[src/hdl/prmd_pkg.sv]
`default_nettype none
// ----------------------------------------------------------------------------
// Pulse run merge decoder package
// Shared constants, register indexes and the command/status bundles between
// the sequencing controller and the datapath.
// ----------------------------------------------------------------------------
package prmd_pkg;

   // Signed microsecond result width
   localparam int DUR_W = 27;

   // Ticks-per-ten-microseconds value: at most 800, so ten bits
   localparam int TPT_W = 10;
   localparam int TPT_NUMER = 800;

   // Configuration register widths and reset values
   localparam int DIVIDER_W = 8;
   localparam int CSR_INDEX_W = 1;
   localparam int CSR_DATA_W = 8;
   localparam logic [DIVIDER_W-1:0] RESET_DIVIDER = 8'd80;
   localparam logic [TPT_W-1:0] RESET_TPT = 10'd10;

   // Register indexes
   localparam logic [CSR_INDEX_W-1:0] CSR_CLOCK_DIVIDER = 1'd0;
   localparam logic [CSR_INDEX_W-1:0] CSR_INVERT_INPUT = 1'd1;

   // Controller to datapath commands
   typedef struct packed {
      logic load_req;    // latch the accepted request
      logic div_tpt;     // start 800 / divider
      logic load_tpt;    // store the finished ticks-per-ten-us quotient
      logic apply_half;  // merge the selected half into the pending run
      logic half_sel;    // 0: first half, 1: second half
      logic div_conv;    // capture pending run and start its conversion
      logic conv_fend;   // frame-end mark for the captured run
      logic clear_run;   // drop the pending run
      logic push_conv;   // load the converted duration into the output stage
      logic push_zero;   // load a zero-duration frame-end result
   } dp_cmd_type;

   // Datapath to controller status
   typedef struct packed {
      logic emit_pending; // selected half ends a nonempty run
      logic run_nonzero;  // a run is pending
      logic frame_last;   // latched request closes the frame
      logic tpt_stale;    // divider was rewritten since the last quotient
      logic div_busy;
      logic div_done;
      logic out_free;     // output stage can take a result this cycle
   } dp_sts_type;

endpackage
`default_nettype wire

[src/hdl/prmd_div.sv]
`default_nettype none
// ----------------------------------------------------------------------------
// Iterative unsigned divider
// Restoring division, one quotient bit per cycle. The quotient is shifted in
// place of the dividend and stays valid after done until the next start.
// ----------------------------------------------------------------------------
module prmd_div
   import prmd_pkg::*;
#(
   parameter int DVD_W = 28
) (
   input  wire logic             clock,
   input  wire logic             reset,
   input  wire logic             start,
   input  wire logic [DVD_W-1:0] dividend,
   input  wire logic [TPT_W-1:0] divisor,
   output logic                  busy,
   output logic                  done,
   output logic      [DVD_W-1:0] quotient
);

   localparam int CNT_W = $clog2(DVD_W + 1);

   logic [DVD_W-1:0] dvd_ff, dvd_in;
   logic [TPT_W-1:0] rem_ff, rem_in;
   logic [TPT_W-1:0] dsr_ff, dsr_in;
   logic [CNT_W-1:0] cnt_ff, cnt_in;
   logic             done_ff, done_in;

   logic [TPT_W:0] trial;
   logic [TPT_W:0] diff;
   logic           qbit;

   // Trial subtract of the shifted remainder
   always_comb begin
      trial = {rem_ff, dvd_ff[DVD_W-1]};
      diff  = trial - {1'b0, dsr_ff};
      qbit  = (trial >= {1'b0, dsr_ff});
   end

   // Advance one quotient bit per cycle
   always_comb begin
      dvd_in  = dvd_ff;
      rem_in  = rem_ff;
      dsr_in  = dsr_ff;
      cnt_in  = cnt_ff;
      done_in = 1'b0;
      if (start) begin
         dvd_in = dividend;
         rem_in = '0;
         dsr_in = divisor;
         cnt_in = CNT_W'(DVD_W);
      end else if (cnt_ff != '0) begin
         dvd_in  = {dvd_ff[DVD_W-2:0], qbit};
         rem_in  = qbit ? diff[TPT_W-1:0] : trial[TPT_W-1:0];
         cnt_in  = cnt_ff - 1'b1;
         done_in = (cnt_ff == CNT_W'(1));
      end
   end

   always_ff @(posedge clock) begin
      if (reset) begin
         cnt_ff  <= '0;
         done_ff <= 1'b0;
      end else begin
         cnt_ff  <= cnt_in;
         done_ff <= done_in;
      end
      dvd_ff <= dvd_in;
      rem_ff <= rem_in;
      dsr_ff <= dsr_in;
   end

   assign busy     = (cnt_ff != '0);
   assign done     = done_ff;
   assign quotient = dvd_ff;

endmodule
`default_nettype wire

[src/hdl/prmd_dp.sv]
`default_nettype none
// ----------------------------------------------------------------------------
// Pulse run merge datapath
// Holds configuration, the latched request, the pending run, the shared
// divider and the result output stage. Acts on commands and CSR writes.
// ----------------------------------------------------------------------------
module prmd_dp
   import prmd_pkg::*;
#(
   parameter int RUN_TICK_WIDTH  = 24,
   parameter int HALF_TICK_WIDTH = 15
) (
   input  wire logic                       clock,
   input  wire logic                       reset,
   input  wire logic                       csr_write_en,
   input  wire logic [CSR_INDEX_W-1:0]     csr_index,
   input  wire logic [CSR_DATA_W-1:0]      csr_wdata,
   input  wire logic                       req_first_level,
   input  wire logic [HALF_TICK_WIDTH-1:0] req_first_ticks,
   input  wire logic                       req_second_level,
   input  wire logic [HALF_TICK_WIDTH-1:0] req_second_ticks,
   input  wire logic                       req_frame_last,
   input  wire dp_cmd_type                 cmd,
   output dp_sts_type                      sts,
   input  wire logic                       rsp_ready,
   output logic                            rsp_valid,
   output logic signed [DUR_W-1:0]         rsp_duration_us,
   output logic                            rsp_frame_end
);

   localparam int RUN_W = RUN_TICK_WIDTH;
   localparam int HALF_W = HALF_TICK_WIDTH;
   localparam int DVD_W = RUN_W + 4;

   // Configuration
   logic [DIVIDER_W-1:0] divider_ff, divider_in;
   logic                 invert_ff, invert_in;
   logic [TPT_W-1:0]     tpt_ff, tpt_in;
   logic                 stale_ff, stale_in;

   // Latched request
   logic              lv0_ff, lv1_ff, last_ff;
   logic [HALF_W-1:0] t0_ff, t1_ff;

   // Pending run and the run under conversion
   logic             run_level_ff, run_level_in;
   logic [RUN_W-1:0] run_ticks_ff, run_ticks_in;
   logic             conv_level_ff, conv_fend_ff;

   // Output stage
   logic                    rsp_valid_ff, rsp_valid_in;
   logic signed [DUR_W-1:0] rsp_dur_ff, rsp_dur_in;
   logic                    rsp_fend_ff, rsp_fend_in;

   logic              h_level;
   logic [HALF_W-1:0] h_ticks;
   logic [RUN_W:0]    h_ext;
   logic [RUN_W:0]    sum;
   logic [RUN_W-1:0]  sat;
   logic              run_nonzero;
   logic              out_free;

   logic [DVD_W-1:0]  run_x;
   logic [DVD_W-1:0]  ticks10;
   logic [DIVIDER_W-1:0] div_eff;
   logic              div_start;
   logic [DVD_W-1:0]  div_dividend;
   logic [TPT_W-1:0]  div_divisor;
   logic              div_busy, div_done;
   logic [DVD_W-1:0]  quotient;
   logic [DVD_W+DUR_W-1:0] q_ext;
   logic [DUR_W-1:0]  mag;
   logic              neg;

   // Select and merge a half
   always_comb begin
      h_level     = cmd.half_sel ? lv1_ff : lv0_ff;
      h_ticks     = cmd.half_sel ? t1_ff : t0_ff;
      h_ext       = {{(RUN_W + 1 - HALF_W){1'b0}}, h_ticks};
      sum         = {1'b0, run_ticks_ff} + h_ext;
      sat         = sum[RUN_W] ? {RUN_W{1'b1}} : sum[RUN_W-1:0];
      run_nonzero = (run_ticks_ff != '0);
   end

   // Divider operands: 800 / divider, or ticks * 10 / tpt
   always_comb begin
      div_eff      = (divider_ff == '0) ? DIVIDER_W'(1) : divider_ff;
      run_x        = {4'b0000, run_ticks_ff};
      ticks10      = (run_x << 3) + (run_x << 1);
      div_start    = cmd.div_tpt | cmd.div_conv;
      div_dividend = cmd.div_tpt ? DVD_W'(TPT_NUMER) : ticks10;
      div_divisor  = cmd.div_tpt ? {{(TPT_W - DIVIDER_W){1'b0}}, div_eff} : tpt_ff;
   end

   prmd_div #(
      .DVD_W(DVD_W)
   ) u_div (
      .clock   (clock),
      .reset   (reset),
      .start   (div_start),
      .dividend(div_dividend),
      .divisor (div_divisor),
      .busy    (div_busy),
      .done    (div_done),
      .quotient(quotient)
   );

   // Signed duration from the quotient, wrapped to the result width
   always_comb begin
      q_ext = {{DUR_W{1'b0}}, quotient};
      mag   = q_ext[DUR_W-1:0];
      neg   = (conv_level_ff == 1'b0) != invert_ff;
   end

   // Configuration writes and tpt refresh
   always_comb begin
      divider_in = divider_ff;
      invert_in  = invert_ff;
      tpt_in     = tpt_ff;
      stale_in   = stale_ff;
      if (cmd.load_tpt) begin
         tpt_in   = quotient[TPT_W-1:0];
         stale_in = 1'b0;
      end
      if (csr_write_en) begin
         case (csr_index)
            CSR_CLOCK_DIVIDER: begin
               divider_in = csr_wdata[DIVIDER_W-1:0];
               stale_in   = 1'b1;
            end
            CSR_INVERT_INPUT: begin
               invert_in = csr_wdata[0];
            end
            default: begin
            end
         endcase
      end
   end

   // Pending run update
   always_comb begin
      run_level_in = run_level_ff;
      run_ticks_in = run_ticks_ff;
      if (cmd.clear_run) begin
         run_level_in = 1'b0;
         run_ticks_in = '0;
      end else if (cmd.apply_half) begin
         if (h_level == run_level_ff) begin
            run_ticks_in = sat;
         end else begin
            run_level_in = h_level;
            run_ticks_in = h_ext[RUN_W-1:0];
         end
      end
   end

   // Output stage: load a result or drop the taken one
   always_comb begin
      out_free     = !rsp_valid_ff || rsp_ready;
      rsp_valid_in = rsp_valid_ff;
      rsp_dur_in   = rsp_dur_ff;
      rsp_fend_in  = rsp_fend_ff;
      if (cmd.push_conv) begin
         rsp_valid_in = 1'b1;
         rsp_dur_in   = neg ? (DUR_W'(0) - mag) : mag;
         rsp_fend_in  = conv_fend_ff;
      end else if (cmd.push_zero) begin
         rsp_valid_in = 1'b1;
         rsp_dur_in   = '0;
         rsp_fend_in  = 1'b1;
      end else if (rsp_ready) begin
         rsp_valid_in = 1'b0;
      end
   end

   always_ff @(posedge clock) begin
      if (reset) begin
         divider_ff   <= RESET_DIVIDER;
         invert_ff    <= 1'b0;
         tpt_ff       <= RESET_TPT;
         stale_ff     <= 1'b0;
         run_level_ff <= 1'b0;
         run_ticks_ff <= '0;
         rsp_valid_ff <= 1'b0;
      end else begin
         divider_ff   <= divider_in;
         invert_ff    <= invert_in;
         tpt_ff       <= tpt_in;
         stale_ff     <= stale_in;
         run_level_ff <= run_level_in;
         run_ticks_ff <= run_ticks_in;
         rsp_valid_ff <= rsp_valid_in;
      end
      if (cmd.load_req) begin
         lv0_ff  <= req_first_level;
         t0_ff   <= req_first_ticks;
         lv1_ff  <= req_second_level;
         t1_ff   <= req_second_ticks;
         last_ff <= req_frame_last;
      end
      if (cmd.div_conv) begin
         conv_level_ff <= run_level_ff;
         conv_fend_ff  <= cmd.conv_fend;
      end
      rsp_dur_ff  <= rsp_dur_in;
      rsp_fend_ff <= rsp_fend_in;
   end

   always_comb begin
      sts.emit_pending = (h_level != run_level_ff) && run_nonzero;
      sts.run_nonzero  = run_nonzero;
      sts.frame_last   = last_ff;
      sts.tpt_stale    = stale_ff;
      sts.div_busy     = div_busy;
      sts.div_done     = div_done;
      sts.out_free     = out_free;
   end

   assign rsp_valid       = rsp_valid_ff;
   assign rsp_duration_us = rsp_dur_ff;
   assign rsp_frame_end   = rsp_fend_ff;

endmodule
`default_nettype wire

[src/hdl/prmd_ctl.sv]
`default_nettype none
// ----------------------------------------------------------------------------
// Pulse run merge controller
// Sequences one request: optional tpt refresh, first half, second half and
// frame close, each emitted run going through the shared divider.
// ----------------------------------------------------------------------------
module prmd_ctl
   import prmd_pkg::*;
(
   input  wire logic       clock,
   input  wire logic       reset,
   input  wire logic       req_valid,
   output logic            req_ready,
   output dp_cmd_type      cmd,
   input  wire dp_sts_type sts
);

   typedef enum logic [3:0] {
      S_IDLE,
      S_TPT,
      S_TPT_WAIT,
      S_HALF0,
      S_HALF1,
      S_LAST,
      S_CONV,
      S_PUSH,
      S_ZERO
   } state_type;

   state_type state_ff, state_in;
   state_type ret_ff, ret_in;

   // Next state and commands
   always_comb begin
      state_in  = state_ff;
      ret_in    = ret_ff;
      cmd       = '0;
      req_ready = 1'b0;
      case (state_ff)
         S_IDLE: begin
            req_ready = 1'b1;
            if (req_valid) begin
               cmd.load_req = 1'b1;
               state_in     = sts.tpt_stale ? S_TPT : S_HALF0;
            end
         end
         S_TPT: begin
            cmd.div_tpt = 1'b1;
            state_in    = S_TPT_WAIT;
         end
         S_TPT_WAIT: begin
            if (sts.div_done) begin
               cmd.load_tpt = 1'b1;
               state_in     = S_HALF0;
            end
         end
         S_HALF0, S_HALF1: begin
            cmd.half_sel   = (state_ff == S_HALF1);
            cmd.apply_half = 1'b1;
            if (sts.emit_pending) begin
               cmd.div_conv = 1'b1;
               ret_in       = (state_ff == S_HALF1) ? S_LAST : S_HALF1;
               state_in     = S_CONV;
            end else begin
               state_in = (state_ff == S_HALF1) ? S_LAST : S_HALF1;
            end
         end
         S_LAST: begin
            if (!sts.frame_last) begin
               state_in = S_IDLE;
            end else if (sts.run_nonzero) begin
               cmd.div_conv  = 1'b1;
               cmd.conv_fend = 1'b1;
               cmd.clear_run = 1'b1;
               ret_in        = S_IDLE;
               state_in      = S_CONV;
            end else begin
               state_in = S_ZERO;
            end
         end
         S_CONV: begin
            if (sts.div_done) begin
               state_in = S_PUSH;
            end
         end
         S_PUSH: begin
            if (sts.out_free) begin
               cmd.push_conv = 1'b1;
               state_in      = ret_ff;
            end
         end
         S_ZERO: begin
            if (sts.out_free) begin
               cmd.push_zero = 1'b1;
               cmd.clear_run = 1'b1;
               state_in      = S_IDLE;
            end
         end
         default: begin
            state_in = S_IDLE;
         end
      endcase
   end

   always_ff @(posedge clock) begin
      if (reset) begin
         state_ff <= S_IDLE;
         ret_ff   <= S_IDLE;
      end else begin
         state_ff <= state_in;
         ret_ff   <= ret_in;
      end
   end

   // A result is never loaded over one that is still waiting
   a_push_free: assert property (@(posedge clock) disable iff (reset)
      (cmd.push_conv || cmd.push_zero) |-> sts.out_free)
      else $error("result loaded into a full output stage");

   // The shared divider is started only when idle
   a_div_idle: assert property (@(posedge clock) disable iff (reset)
      (cmd.div_conv || cmd.div_tpt) |-> !sts.div_busy)
      else $error("divider restarted while busy");

   // No division is left running once the request is finished
   a_idle_div: assert property (@(posedge clock) disable iff (reset)
      (state_ff == S_IDLE) |-> !sts.div_busy)
      else $error("divider busy while controller idle");

   // A conversion result waiting in S_PUSH is pushed and the state left once the output stage is free
   a_conv_push: assert property (@(posedge clock) disable iff (reset)
      (state_ff == S_PUSH && sts.out_free) |=> (state_ff != S_PUSH || ret_ff == S_PUSH))
      else $error("conversion result not pushed");

endmodule
`default_nettype wire

[src/hdl/pulse_run_merge_decoder.sv]
`default_nettype none
// ----------------------------------------------------------------------------
// Pulse run merge decoder
// Merges captured level/duration halves into runs and emits each finished
// run as a signed microsecond duration, flushing at frame end.
// ----------------------------------------------------------------------------
// A request is taken only while the block is idle and is worked through one
// half after the other. Every emitted run is converted by one shared
// restoring divider that yields one quotient bit per cycle. A request emits
// from zero to three converted runs, and a zero-duration frame end when it
// closes a frame with nothing pending. On the first request after the
// divider register is written, ticks per ten microseconds (800 / divider) is
// first recomputed on the same divider. A finished result waits in an output
// register while the next one is worked on; the block holds only when that
// register is full.
// ----------------------------------------------------------------------------
module pulse_run_merge_decoder
   import prmd_pkg::*;
#(
   parameter int RUN_TICK_WIDTH  = 24,
   parameter int HALF_TICK_WIDTH = 15
) (
   input  wire logic                       clock,
   input  wire logic                       reset,
   input  wire logic                       csr_write_en,
   input  wire logic [CSR_INDEX_W-1:0]     csr_index,
   input  wire logic [CSR_DATA_W-1:0]      csr_wdata,
   input  wire logic                       req_valid,
   output logic                            req_ready,
   input  wire logic                       req_first_level,
   input  wire logic [HALF_TICK_WIDTH-1:0] req_first_ticks,
   input  wire logic                       req_second_level,
   input  wire logic [HALF_TICK_WIDTH-1:0] req_second_ticks,
   input  wire logic                       req_frame_last,
   output logic                            rsp_valid,
   input  wire logic                       rsp_ready,
   output logic signed [DUR_W-1:0]         rsp_duration_us,
   output logic                            rsp_frame_end
);

   dp_cmd_type cmd;
   dp_sts_type sts;

   prmd_ctl u_ctl (
      .clock    (clock),
      .reset    (reset),
      .req_valid(req_valid),
      .req_ready(req_ready),
      .cmd      (cmd),
      .sts      (sts)
   );

   prmd_dp #(
      .RUN_TICK_WIDTH (RUN_TICK_WIDTH),
      .HALF_TICK_WIDTH(HALF_TICK_WIDTH)
   ) u_dp (
      .clock           (clock),
      .reset           (reset),
      .csr_write_en    (csr_write_en),
      .csr_index       (csr_index),
      .csr_wdata       (csr_wdata),
      .req_first_level (req_first_level),
      .req_first_ticks (req_first_ticks),
      .req_second_level(req_second_level),
      .req_second_ticks(req_second_ticks),
      .req_frame_last  (req_frame_last),
      .cmd             (cmd),
      .sts             (sts),
      .rsp_ready       (rsp_ready),
      .rsp_valid       (rsp_valid),
      .rsp_duration_us (rsp_duration_us),
      .rsp_frame_end   (rsp_frame_end)
   );

endmodule
`default_nettype wire
[config.mk]
export PLATFORM = sky130hd
export DESIGN_NAME = pulse_run_merge_decoder
export DESIGN_NICKNAME = d
export VERILOG_FILES = /design/src/hdl/prmd_pkg.sv /design/src/hdl/prmd_div.sv /design/src/hdl/prmd_dp.sv /design/src/hdl/prmd_ctl.sv /design/src/hdl/pulse_run_merge_decoder.sv
export SDC_FILE = /design/constraint.sdc
export NUM_CORES = 1
export LEC_CHECK = 0
export BUFFER_PORTS_ARGS = -buffer_cell sky130_fd_sc_hd__buf_4
export CORE_MARGIN = 2
export CORE_UTILIZATION = 40
export DETAILED_ROUTE_END_ITERATION = 7
export GPL_TIMING_DRIVEN = 0
export PLACE_DENSITY_LB_ADDON = 0.2
export RECOVER_POWER = 50
export SLEW_MARGIN = 20
export SYNTH_ARGS = -nofsm -noshare
export SYNTH_HDL_FRONTEND = slang
export SYNTH_SLANG_ARGS = --single-unit
[constraint.sdc]
create_clock -name clock -period 4.6 [get_ports clock]
set_clock_uncertainty 0.05 [all_clocks]
set_input_delay 0.46 -clock clock [delete_from_list [all_inputs] [get_ports clock]]
set_output_delay 0.46 -clock clock [all_outputs]
set_load 0.01 [all_outputs]
==> out/metrics.cfg, run 1 <==
[detailed_routing]
wl_met2_um=10600
route.top_layer_used=met4
wl_per_cell_um=15.7
via_count=7813
wl_um=22900
wl_met3_um=963
drtIter0Drc=555
wl_met1_um=11200
dr.pass1.iters=5
ant_nets=0
viasPerCell=5.35
drc=0

[timing]
rsz0062_at_grt=false
clock.fmax_ghz=0.237
relSlewSlack_pct=-33.9
maxSlewViolCount=34
tightest_slew_ns=2.01
fin_tns_setup_ns=0
finalHoldViolCount=0
setup_viol=0
fin_crit_ns=4.21
timing.final.crit_share_pct=91.6
postLayoutSetupSlackWorst_ns=0.387

[placement]
gp_congestion=0.858
port_buffers=75
place_ws_ns=0.181
place_area_um2=10800
hpwl_um=17400

[global_routing]
first_global_vias=7629
grt_pass1_wl_um=38000
gr-usage-all-layers_pct=18.3
grt_max_degree=34
antenna_found_initial=0
grt_overflow=0

[cells_and_area]
seqCellArea_um2=4390
final_common_cell=nand2_1
syn_to_final_growth_pct=15.3
multi_input_area_um2=5080
fill_cells=2379
drive_gt1_share_pct=10.9
stdcell_area_um2=11300
final_cell_mix=103 x nand2_1, 101 x edfxtp_1, 97 x nor2_1
diodes=0
fin_nets=1224

[logic_synthesis]
synth-edff-count=101
synth_cell_types=69
ys.flop_type=edfxtp_1
netlist_area_um2=9760
async_flop_share_pct=0
syn_avg_cell_area_um2=9.51
yosysSeqAreaShare_pct=45.0
syn-num-nets=1128
ys_ff_latch=169
syn_inst=1027
ys_warn_count=0

[status]
status=complete, but fails checks
failed_checks=capacitance limit, slew limit

[floorplanning]
die_area_um2=25700
initial_core_util_pct=40.5
coreArea_um2=24100
rows=57
die_w_um=160
die_h_um=160
io_pins=77

[clock_network]
htree_num_levels=4
clk_pin_slew_ns=0.07
clock_latency_ns=0.43
post_cts_buffers=0
cts_root_buffer=clkbuf_16
ctsResizeCount=0
cts_tree=done
cts_buffers=17
cts.sink_count=169
clk_path_buf_depth=2
cts_hold_buf=0

[power_and_ir_drop]
cellPowerDensity_nw_per_um2=574
ir_drop_uv=270
p_leak_uw=0.00431

[worst_setup_path]
cp.required_ns=4.85
arrival_ns=4.46
cp-end-kind=flop
crit_type=reg2reg
crit_fanout=10
worstSetupStartpointType=flop

[flow_run]
drv_cap=1

[min_path]
min_path_type=in2reg

==> metrics by stage <==
step / cells / power [uW] / hold WS [ns] / util, %
2_1_floorplan: 1027 / 4320 / 0.382 / -
3_3_place_gp: 1426 / 4950 / 0.408 / 44.5
3_5_place_dp: 1428 / 5000 / 0.407 / 44.7
4_1_cts: 1460 / 6490 / 0.131 / 47.2
5_1_grt: 1460 / 6920 / 0.146 / 46.7
6_report: 1460 / 6450 / 0.171 / 46.7
==> worst max-delay path, stage by stage, from the launching register on <==
cell and delay [ns]:
dfxtp_1 0.35, nor4b_4 0.58, clkbuf_2 0.38, mux2_2 0.40
ha_1 0.35, a21oi_1 0.26, o221ai_1 0.22, a31oi_1 0.47
a21bo_2 0.29, nand2_2 0.15, nor2_1 0.44, a21oi_1 0.13
==> Yosys cell counts, types with 3 or more instances <==
master | n | area [um^2]
a211o_1 | 5 | 43.8
a211oi_1 | 22 | 165
a21o_1 | 14 | 105
a21oi_1 | 92 | 460
a22oi_1 | 3 | 22.5
a311oi_1 | 3 | 26.3
a31oi_1 | 11 | 68.8
and2_1 | 6 | 37.5
and3_1 | 8 | 50.1
and3b_1 | 3 | 26.3
and4_1 | 3 | 26.3
buf_1 | 4 | 15.0
buf_2 | 4 | 20.0
clkbuf_1 | 33 | 124
dfxtp_1 | 68 | 1360
edfxtp_1 | 101 | 3030
fa_1 | 3 | 60.1
ha_1 | 51 | 638
inv_1 | 29 | 109
mux2_2 | 16 | 180
mux2i_1 | 12 | 120
nand2_1 | 104 | 390
nand2b_1 | 11 | 68.8
nand3_1 | 44 | 220
nand3b_1 | 3 | 22.5
nand4_1 | 6 | 37.5
nor2_1 | 97 | 364
nor2b_1 | 11 | 68.8
nor3_1 | 29 | 145
nor4_1 | 11 | 68.8
o211ai_1 | 4 | 30.0
o21a_1 | 9 | 67.6
o21ai_0 | 49 | 245
o21ai_1 | 9 | 45.0
o221ai_1 | 18 | 158
o22ai_1 | 4 | 25.0
o31ai_1 | 8 | 60.1
or2_2 | 5 | 31.3
or3_1 | 7 | 43.8
or4_1 | 3 | 22.5
xnor2_1 | 38 | 333
xor2_1 | 29 | 254
==> per-layer routing <==
layer / vias up / GRT usage [%]
met5: - / 0
met3: 7 / 3.97
met1: 3643 / 25.1
met2: 170 / 29.7
met4: 0 / 4.05
li1: 3993 / -
==> path summary, 6_finish.rpt <==
check                                  start                            endpoint  slack, ns  cells past startpoint
min                      req_first_ticks[13]            u_dp.t0_ff[13]$_DFFE_PP_       0.17                      1
min reg2reg  u_dp.divider_ff[0]$_SDFFE_PP0P_     u_dp.divider_ff[0]$_SDFFE_PP0P_       0.42                      2
max           u_ctl.state_ff[0]$_SDFFE_PP0P_  u_dp.run_ticks_ff[11]$_SDFFE_PP0P_       0.39                     11
max reg2reg   u_ctl.state_ff[0]$_SDFFE_PP0P_  u_dp.run_ticks_ff[11]$_SDFFE_PP0P_       0.39                     11
==> logic make-up (layout without fill, tap and decap cells) <==
group | count (synthesis) | after routing | synth area share [%]
compound gates | 275 | 275 | 18.0
fa+ha+maj | 54 | 54 | 7.15
xor+xnor | 67 | 67 | 6.01
simple gates | 360 | 360 | 17.7
buf+inv | 73 | 182 | 2.99
mux | 29 | 29 | 3.22
flops | 169 | 169 | 45.0
==> power breakdown <==
part | total (uW) | switching, uW | internal (uW) | leakage [uW]
Sequential | 2410 | 321 | 2090 | 0.00159
Clock | 1470 | 630 | 839 | 0.000301
Combinational | 2570 | 1550 | 1020 | 0.00243
==> sequential cells by signal, summed over array words and instances (netlist names), 5 cells and up <==
register	count
u_dp.u_div.rem_ff	10
u_dp.u_div.cnt_ff	5
u_dp.u_div.dsr_ff	10
u_dp.run_ticks_ff	24
u_dp.u_div.quotient	28
u_dp.rsp_duration_us	27
u_dp.divider_ff	8
u_dp.t0_ff	15
u_dp.t1_ff	15
u_dp.tpt_ff	10
==> layout make-up <==
type,count,area share [%]
Multi-Input combinational cell,785,45.2
Sequential cell,169,39.1
Clock buffer,20,4.35
Timing Repair Buffer,77,4.10
Tap cell,324,3.60
Buffer,42,1.52
Clock inverter,12,1.10
Inverter,31,1.08
(Power assumes the default switching activity.)
==> run 2, diff against run 1 <==
Settings changed: BUFFER_PORTS_ARGS -buffer_cell sky130_fd_sc_hd__buf_4 to default, CAP_MARGIN from default to 30, DONT_BUFFER_PORTS from default to 1, SLEW_MARGIN 20 to 0.
==> out/metrics.cfg, run 2 (synthesis results as in run 1) <==
[flow_run]
drv_cap=0

[timing]
fin_tns_setup_ns=0
relSlewSlack_pct=29.3
fin_crit_ns=4.17
finalHoldViolCount=0
tightest_slew_ns=1.06
holdWs_ns=0.0721
setup_viol=0
maxSlewViolCount=0
postLayoutSetupSlackWorst_ns=0.428
timing.final.crit_share_pct=90.7
clock.fmax_ghz=0.240
rsz0062_at_grt=false

[cells_and_area]
syn_to_final_growth_pct=10.3
drive_gt1_share_pct=7.34
post-route-util_pct=44.7
fill_cells=2419
final_common_cell=nand2_1
instances_no_fill=1386
fin_nets=1150
largest_register_ffs=28
final_cell_mix=104 x nand2_1, 101 x edfxtp_1, 96 x nor2_1
diodes=0

[floorplanning]
die_w_um=160
rows=57
die_h_um=160
io_pins=77
die_area_um2=25700
initial_core_util_pct=40.5
coreArea_um2=24100

[global_routing]
grt_max_degree=24
grt_pass1_wl_um=37300
grt_overflow=0
first_global_vias=7287
antenna_found_initial=0
gr-usage-all-layers_pct=18.1

[worst_setup_path]
cp.required_ns=4.85
cp_top_family=compound AO/OA/AOI/OAI gates
worstPathBufferInverterCount=1
cp_slowest_cell=nor4b_4
cp-end-kind=flop
worst_path_most_repeated_cell=a21oi_1
crit_chain=nor4b_4, clkbuf_2, mux2_2, ha_1, a21oi_1, o221ai_1, a31oi_1, a21bo_2, nand2_2, nor2_1, a21oi_1
arrival_ns=4.42
worstSetupStartpointType=flop
crit_fanout=10
crit_type=reg2reg
cp_slowest_stage_delay_ns=0.59

[detailed_routing]
wl_um=22700
wl_per_cell_um=16.3
ant_nets=0
via_count=7571
viasPerCell=5.46
drtIter0Drc=527
dr.pass1.iters=5
drc=0

[placement]
gp_congestion=0.873
dpl.cell_count=1354
port_buffers=0
hpwl_um=17300
place_ws_ns=0.221

[clock_network]
clk_path_buf_depth=2
clk_pin_slew_ns=0.07
cts_tree=done
htree_num_levels=4
cts_root_buffer=clkbuf_16
cts.sink_count=169
clock_latency_ns=0.43
cts_hold_buf=0
cts_buffers=17

[power_and_ir_drop]
p_leak_uw=0.00405
cellPowerDensity_nw_per_um2=586
ir_drop_uv=288

[min_path]
min_path_type=in2reg

[status]
status=completed

-- run 2: cell count changes in the layout (fill, tap and decap cells not counted), moves of 2 or more --
cell,delta
clkbuf_1,-28
buf_8,+2
buf_4,-13
clkbuf_4,-33
inv_6,-2
-- run 2: final timing paths --
| check | start | end | slack (ns) | cells after the start |
|---|---|---|---|---|
| worst min register to register | u_ctl.ret_ff[0]$_SDFFE_PP0P_ | u_ctl.ret_ff[0]$_SDFFE_PP0P_ | 0.42 | 2 |
| worst max-delay path | u_ctl.state_ff[1]$_SDFFE_PP0P_ | u_dp.run_ticks_ff[14]$_SDFFE_PP0P_ | 0.43 | 11 |
| worst min-delay path | req_first_ticks[14] | u_dp.t0_ff[14]$_DFFE_PP_ | 0.07 | 0 |
| worst max register to register | u_ctl.state_ff[1]$_SDFFE_PP0P_ | u_dp.run_ticks_ff[14]$_SDFFE_PP0P_ | 0.43 | 11 |
-- run 2: per-layer routing --
layer	global-route usage, %	part of all wire (%)	vias to the layer above
met5	0	0	-
met4	4.59	1.1	0
met3	3.58	3.1	13
met2	29.3	46	151
met1	25.1	50	3572
li1	-	-	3835
-- run 2: per-stage QoR --
stage | power, uW | area [um^2]
2_1_floorplan | 4320 | 9760
4_1_cts | 6350 | 10800
6_report | 6320 | 10800
5_1_grt | 6800 | 10800
3_3_place_gp | 4920 | 10200
3_5_place_dp | 4970 | 10200
-- run 2: what timing repair did --
| item | 4_1_cts | 5_1_grt |
|---|---|---|
| buffers inserted | 0 | 0 |
| resized for setup | 0 | 2 |
| hold endpoints to repair | 0 | 0 |
| setup endpoints to repair | 0 | 6 |
-- run 2: layout make-up --
type / instances / area [um^2] / share of cell area [%]
multi-input combinational: 785 / 5080 / 47.2
inverter: 31 / 121 / 1.13
tap: 324 / 405 / 3.76
clock inverter: 11 / 87.6 / 0.813
buffer: 42 / 171 / 1.59
timing repair buffer: 3 / 33.8 / 0.314
sequential: 169 / 4390 / 40.8
clock buffer: 21 / 472 / 4.38
-- run 2: where the power goes --
group | switching [uW] | internal, uW
clock | 620 | 747
sequential | 316 | 2090
combinational | 1540 | 1010
==> run 3, diff against run 2 <==
Settings changed: SYNTH_HIERARCHICAL from default to 1.
==> out/metrics.cfg, run 3 <==
[status]
status=completed

[floorplanning]
rows=58
die_w_um=164
initial_core_util_pct=40.6
io_pins=77
coreArea_um2=25100
die_h_um=164
die_area_um2=26800

[worst_setup_path]
crit_fanout=10
cp_slowest_stage_delay_ns=0.41
arrival_ns=4.60
reg2reg_depth=16
crit_chain=buf_6, nor4b_4, buf_2, buf_2, mux2_2, ha_1, inv_1, fa_1, nand2b_1, a21oi_1, o21a_2, o2111ai_2, nand2_1, clkbuf_2, o221ai_1, a21oi_1
cp_slowest_cell=fa_1
cp.required_ns=4.91
worstSetupStartpointType=flop
cp_top_family=compound AO/OA/AOI/OAI gates
worstPathBufferInverterCount=5
cp-end-kind=flop
crit_type=reg2reg
crit_cells=16

[timing]
fin_crit_ns=4.29
fin_tns_setup_ns=0
relSlewSlack_pct=3.14
rsz0062_at_grt=false
timing.final.crit_share_pct=93.3
clock.fmax_ghz=0.233
setup_viol=0
tightest_slew_ns=1.45
maxSlewViolCount=0
finalHoldViolCount=0

[clock_network]
cts_root_buffer=clkbuf_16
htree_num_levels=4
cts.sink_count=169
cts_tree=done
clk_pin_slew_ns=0.07
cts_buffers=17
clk_path_buf_depth=2
clock_latency_ns=0.43
cts_hold_buf=0

[cells_and_area]
final_cell_mix=101 x edfxtp_1, 89 x nor2_1, 81 x a21oi_1
largest_register_ffs=28
drive_gt1_share_pct=12.2
syn_to_final_growth_pct=10.0
post-route-util_pct=44.6
instances_no_fill=1388
stdcell_area_um2=11200
diodes=0
fin_nets=1145
fill_cells=2424
final_common_cell=edfxtp_1

[placement]
gp_congestion=0.898
place_area_um2=10700
dpl.cell_count=1356
hpwl_um=17400
port_buffers=0

[detailed_routing]
dr.pass1.iters=5
drtIter0Drc=499
wl_per_cell_um=16.9
via_count=7603
wl_um=23400
ant_nets=0
viasPerCell=5.48
drc=0

[power_and_ir_drop]
ir_drop_uv=312
p_total_uw=6900
p_leak_uw=0.00429
cellPowerDensity_nw_per_um2=616

[logic_synthesis]
netlist_area_um2=10200
syn-num-nets=1123
syn_inst=1023
ys_warn_count=6
syn_avg_cell_area_um2=9.96

[global_routing]
first_global_vias=7320
antenna_found_initial=0
gr-usage-all-layers_pct=18.0
grt_max_degree=28
grt_pass1_wl_um=38200
grt_overflow=0

[min_path]
min_path_cells=1
min_path_type=in2reg

[flow_run]
drv_cap=0

[run 3: final timing paths]
check                                                     from                                  to  slack (ns)
worst max-delay path            u_ctl/state_ff[3]$_SDFFE_PP0P_  u_dp/run_ticks_ff[12]$_SDFFE_PP0P_        0.31
worst min-delay path                                     reset      u_ctl/state_ff[3]$_SDFFE_PP0P_        0.04
worst max register to register  u_ctl/state_ff[3]$_SDFFE_PP0P_  u_dp/run_ticks_ff[12]$_SDFFE_PP0P_        0.31
worst min register to register    u_ctl/ret_ff[2]$_SDFFE_PP0P_        u_ctl/ret_ff[2]$_SDFFE_PP0P_        0.40
[run 3: through the flow]
stage          setup slack [ns]  hold WS [ns]
6_report                  0.309        0.0372
5_1_grt                  0.0130        0.0197
3_3_place_gp             -0.479         0.387
4_1_cts                  0.0711        0.0159
2_1_floorplan             0.691         0.375
3_5_place_dp             -0.466         0.395
[run 3: cell type report]
| class | instances | area, um^2 | area share [%] |
|---|---|---|---|
| Buffer | 50 | 230 | 2.05 |
| Clock buffer | 19 | 454 | 4.05 |
| Clock inverter | 13 | 134 | 1.19 |
| Inverter | 38 | 143 | 1.27 |
| Multi-Input combinational cell | 766 | 5410 | 48.2 |
| Sequential cell | 169 | 4390 | 39.2 |
| Tap cell | 330 | 413 | 3.68 |
| Timing Repair Buffer | 3 | 35.0 | 0.313 |
[run 3: metal layers]
metal | part of all wire (%) | vias up | track usage [%] | routed length [um]
li1 | - | 3813 | - | -
met2 | 45 | 185 | 28.9 | 10600
met3 | 4.1 | 15 | 3.17 | 951
met1 | 49 | 3590 | 24.9 | 11600
met4 | 1.2 | 0 | 5.62 | 286
met5 | 0 | - | 0 | 0
[run 3: repair_timing]
action | CTS | global route
setup endpoints to repair | 28 | 34
resized for setup | 4 | 5
setup buffers | 0 | 0
[run 3: power breakdown]
| group | switching, uW | internal, uW |
|---|---|---|
| Sequential | 376 | 2120 |
| Combinational | 1690 | 1280 |
| Clock | 641 | 795 |
